--- src/rtl/core/svm_pkg.sv ---
package svm_pkg;

    typedef enum logic [4:0] {
        OP_PUSHI = 5'd0,  OP_PUSHR = 5'd1,  OP_POP   = 5'd2,  OP_ADD   = 5'd3,
        OP_SUB   = 5'd4,  OP_MUL   = 5'd5,  OP_DIV   = 5'd6,  OP_MOD   = 5'd7,
        OP_JE    = 5'd8,  OP_JNE   = 5'd9,  OP_JMP   = 5'd10, OP_LE    = 5'd11,
        OP_LT    = 5'd12, OP_GE    = 5'd13, OP_GT    = 5'd14, OP_EQ    = 5'd15,
        OP_NE    = 5'd16, OP_AND   = 5'd17, OP_OR    = 5'd18, OP_STORE = 5'd19,
        OP_LOAD  = 5'd20, OP_CALL  = 5'd21, OP_RET   = 5'd22, OP_MOVE  = 5'd23,
        OP_MOVEI = 5'd24, OP_INT   = 5'd25, OP_EXIT  = 5'd26
    } op_t;

    typedef enum logic [2:0] {
        ST_OK        = 3'd0,
        ST_BAD_REG   = 3'd1,
        ST_DIV_ZERO  = 3'd2,
        ST_PC_RANGE  = 3'd3,
        ST_SERVICE   = 3'd4,
        ST_HALTED    = 3'd5
    } status_t;

    typedef enum logic [2:0] {
        S_IDLE,
        S_MEM,
        S_DIV,
        S_DONE,
        S_OUT
    } state_t;

    // controller to datapath
    typedef struct packed {
        logic capture;   // latch the instruction and read the operands
        logic mem_rd;    // issue memory read for pop, load, ret
        logic div_start; // start the divider
        logic commit;    // write back state and load the result register
    } dp_cmd_t;

    // datapath to controller
    typedef struct packed {
        logic need_mem;  // instruction reads memory
        logic need_div;  // div or mod, r3 nonzero, in range, not halted
        logic div_done;
    } dp_stat_t;

    localparam int DATA_W = 32;

endpackage

--- src/rtl/core/svm_ctrl.sv ---
module svm_ctrl (
    input  logic              clk,
    input  logic              rst_n,
    input  logic              in_valid,
    output logic              in_ready,
    output logic              out_valid,
    input  logic              out_ready,
    input  svm_pkg::dp_stat_t stat,
    output svm_pkg::dp_cmd_t  cmd
);
    import svm_pkg::*;

    state_t state_reg, state_next;

    always_comb
    begin
        state_next = state_reg;
        unique case (state_reg)
            S_IDLE: if (in_valid) state_next = S_MEM;
            S_MEM:
            begin
                if (stat.need_div)
                begin
                    state_next = S_DIV;
                end
                else
                begin
                    state_next = S_DONE;
                end
            end
            S_DIV: if (stat.div_done) state_next = S_DONE;
            S_DONE: state_next = S_OUT;
            S_OUT: if (out_ready) state_next = S_IDLE;
            default: state_next = S_IDLE;
        endcase
    end

    always_comb
    begin
        cmd       = '0;
        in_ready  = 1'b0;
        out_valid = 1'b0;
        unique case (state_reg)
            S_IDLE:
            begin
                in_ready    = 1'b1;
                cmd.capture = in_valid;
            end
            S_MEM:
            begin
                cmd.mem_rd    = stat.need_mem;
                cmd.div_start = stat.need_div;
            end
            S_DIV: ;
            S_DONE: cmd.commit = 1'b1;
            S_OUT: out_valid = 1'b1;
            default: ;
        endcase
    end

    always_ff @(posedge clk or negedge rst_n)
    begin
        if (!rst_n)
        begin
            state_reg <= S_IDLE;
        end
        else
        begin
            state_reg <= state_next;
        end
    end

    a_one_side: assert property (@(posedge clk) disable iff (!rst_n)
        !(in_ready && out_valid)) else $error("ready and result together");
    a_commit_out: assert property (@(posedge clk) disable iff (!rst_n)
        cmd.commit |=> out_valid) else $error("commit without result");
    a_div_path: assert property (@(posedge clk) disable iff (!rst_n)
        cmd.div_start |=> (state_reg == S_DIV)) else $error("divider lost");
endmodule

--- config.mk ---
export PLATFORM = sky130hd
export DESIGN_NAME = svm_ctrl
export DESIGN_NICKNAME = d
export VERILOG_FILES = /design/src/rtl/core/svm_pkg.sv /design/src/rtl/core/svm_ctrl.sv
export SDC_FILE = /design/constraint.sdc
export NUM_CORES = 1
export LEC_CHECK = 0
export BUFFER_PORTS_ARGS = -buffer_cell sky130_fd_sc_hd__buf_2
export CORE_AREA = 2 2 39 41
export CTS_CLUSTER_DIAMETER = 100
export DETAILED_ROUTE_END_ITERATION = 6
export DIE_AREA = 0 0 41 43
export PLACE_DENSITY = 0.47
export SLEW_MARGIN = 20
export SYNTH_ARGS = -nofsm -noshare
export SYNTH_HDL_FRONTEND = slang
export SYNTH_SLANG_ARGS = --single-unit
export TNS_END_PERCENT = 1
--- constraint.sdc ---
create_clock -name clk -period 2.5 [get_ports clk]
set_input_delay 0.5 -clock clk [delete_from_list [all_inputs] [get_ports clk]]
set_output_delay 0.5 -clock clk [all_outputs]
set_load 0.005 [all_outputs]
==> results.cfg <==
[timing]
setup_viol = 0
final_hold_viol_count = 0
worst_slew_pin_slew_ns = 0.318
rsz0062_at_grt = false
whs_ns = 0.0578
drv_slew = 0
timing.final.crit_share = 0.672
max_freq_mhz = 596
skew_ns = 0.00199
fin_tns_setup_ns = 0
layout_setup_ws_ns = 0.821
final.min_clock_period_ns = 1.68
slew_headroom = 0.788

[cells_and_area]
largest_reg_flops = 3
nFillCells = 158
area_growth_pct = 44.0
multi_input_comb_area_um2 = 97.6
diodes = 0
nets = 41
drive_above_1_share = 0.515
instances_no_fill = 49
seq_area_um2 = 75.1

[placement]
place_ws_ns = 1.05
io_buffers = 12
dp_hpwl_um = 361
place_congestion = 0.627
dp_cells = 45

[outcome]
status = complete, no violations

[floorplanning]
die_area_mm2 = 0.00176
io_pins = 13
initial_core_util = 0.144
row_count = 14
core_area_mm2 = 0.00138
die_w_um = 41
die_y_um = 43

[global_routing]
grt_pass1_vias = 178
antenna_found_initial = 0
grt_max_degree = 10
grt_overflow = 0
grt_usage = 0.0573
grt_pass1_wl_um = 662

[power]
switching_share = 0.371
clkPwrFrac = 0.259
comb_power_share = 0.371
leakage_nw = 0.152
seq_power_share = 0.370
netSwitchingPower_uw = 119
power.density_mw_per_mm2 = 1120
p_int_uw = 202
max-vdd-ir-drop_uv = 268

[yosys]
synthCells = 19
syn_area_um2 = 199
ys_ff_latch = 3
yosysWarnings = 0
netlist-cell-type-count = 15
syn_nets = 26
avgSynthCellArea_um2 = 10.5
seq_area_frac_synth = 0.377

[critical_path]
critPathKind = reg -> out
crit_end = cmd[1]
r2r-start = state_reg[1]
rr_worst_depth = 2
r2r_slack_ns = 1.47
worstSetupEndpointType = primary output
crit_slowest_cell = dfrtp_1
crit_arrival_ns = 1.18
path_max_fanout = 7
critical_path_required_ns = 2.00
r2r-end = state_reg[0]
worstSetupStartpointType = flop
slowest_delay_ns = 0.46
path_cells = inv_2 -> nor4b_1 -> buf_2
startpoint = state_reg[0]

[clock_network]
path_clk_slew_ns = 0.04
insertion_delay_ns = 0.23
htree_levels = 1
hold_buffers = 0
cts_tree = yes
cts_inserted_buffers = 3
cts_resized = 0
clockBufferDepth = 2
cts_root_buf = clkbuf_4
cts.sinks = 3
post_cts_buffers = 0

[job]
maxCapViolations = 0

[route]
drtAntennaViolNets = 0
drt_iter0_drc = 2
drc_errors = 0
via_per_inst = 3.82
wirelength_um = 420
wl_per_cell_um = 8.57
drt_pass1_iterations = 4
vias = 187

[min_path]
holdCritPathClass = in -> async
## cell usage after synthesis
cell type | n | area [um^2]
nor2_1 | 1 | 3.75
xnor2_1 | 1 | 8.76
and3b_1 | 1 | 8.76
nor3b_2 | 1 | 12.5
a21o_1 | 1 | 7.51
nor4b_1 | 3 | 26.3
inv_2 | 1 | 3.75
o21a_1 | 1 | 7.51
mux2i_1 | 1 | 10.0
inv_1 | 1 | 3.75
dfrtp_1 | 3 | 75.1
a211oi_1 | 1 | 7.51
buf_4 | 1 | 7.51
nor3_1 | 1 | 5.00
buf_6 | 1 | 11.3
## area by class of cell
class / instances / area share
clock buffers: 4 / 0.0917
inverters: 2 / 0.0262
multi-input cells: 12 / 0.341
flip-flops and latches: 3 / 0.262
well taps: 16 / 0.0699
repair buffers: 12 / 0.210
## power groups by stage
stage / registers [mW] / clock network, mW / logic [mW]
6_report: 0.119 / 0.0832 / 0.119
5_1_grt: 0.127 / 0.0933 / 0.137
4_1_cts: 0.119 / 0.0883 / 0.123
3_5_place_dp: 0.119 / 0 / 0.124
3_3_place_gp: 0.120 / 0 / 0.124
2_1_floorplan: 0.0825 / 0 / 0.136
## worst max-delay path: cells and delay by family, from the launching register on
kind	cells	cell delay [ns]
and+or+nand+nor	1	0.26
buffers and inverters	2	0.23
DFF	1	0.46
## layout by cell type, fill, tap and decap left out, drive strengths merged
cell	n
clkbuf	4
and3b	1
nor3b	1
xnor2	1
mux2i	1
dfrtp	3
a21o	1
buf	12
nor4b	3
nor2	1
inv	2
o21a	1
nor3	1
a211oi	1
## cells by family (layout without fill, tap and decap cells)
logic type | after synthesis | count (layout) | synth area share
AOI/OAI and AO/OA | 3 | 3 | 0.113
and+or+nand+nor | 7 | 7 | 0.283
DFF | 3 | 3 | 0.377
muxes | 1 | 1 | 0.0503
buffers and inverters | 4 | 18 | 0.132
xor gates and xnor gates | 1 | 1 | 0.0440
## stage by stage
step | utilization | cell area (um^2) | power [mW]
floorplan | - | 199 | 0.219
global placement | 0.188 | 260 | 0.244
detailed placement | 0.188 | 260 | 0.243
CTS | 0.207 | 287 | 0.330
global route | 0.207 | 287 | 0.358
finish | 0.207 | 287 | 0.322
## layer usage
layer | global-route usage | vias to the layer above | routed length [um]
met4 | 0.0200 | 0 | 0
met5 | 0 | - | 0
met3 | 0.0471 | 0 | 33
met1 | 0.0548 | 87 | 143
li1 | - | 96 | -
met2 | 0.0875 | 4 | 242
## how the worst min path moves through the flow
stage,start,to,slack [ns],cells after the start
final,rst_n,state_reg[1],0.06,1
after global routing,rst_n,state_reg[1],0.04,1
after CTS,rst_n,state_reg[1],0.05,1
after detailed placement,rst_n,state_reg[1],0.30,1
after global placement,rst_n,state_reg[1],0.30,1
after floorplan,rst_n,state_reg[0],0.20,0
No activity file was read; power rests on OpenSTA's default activity.
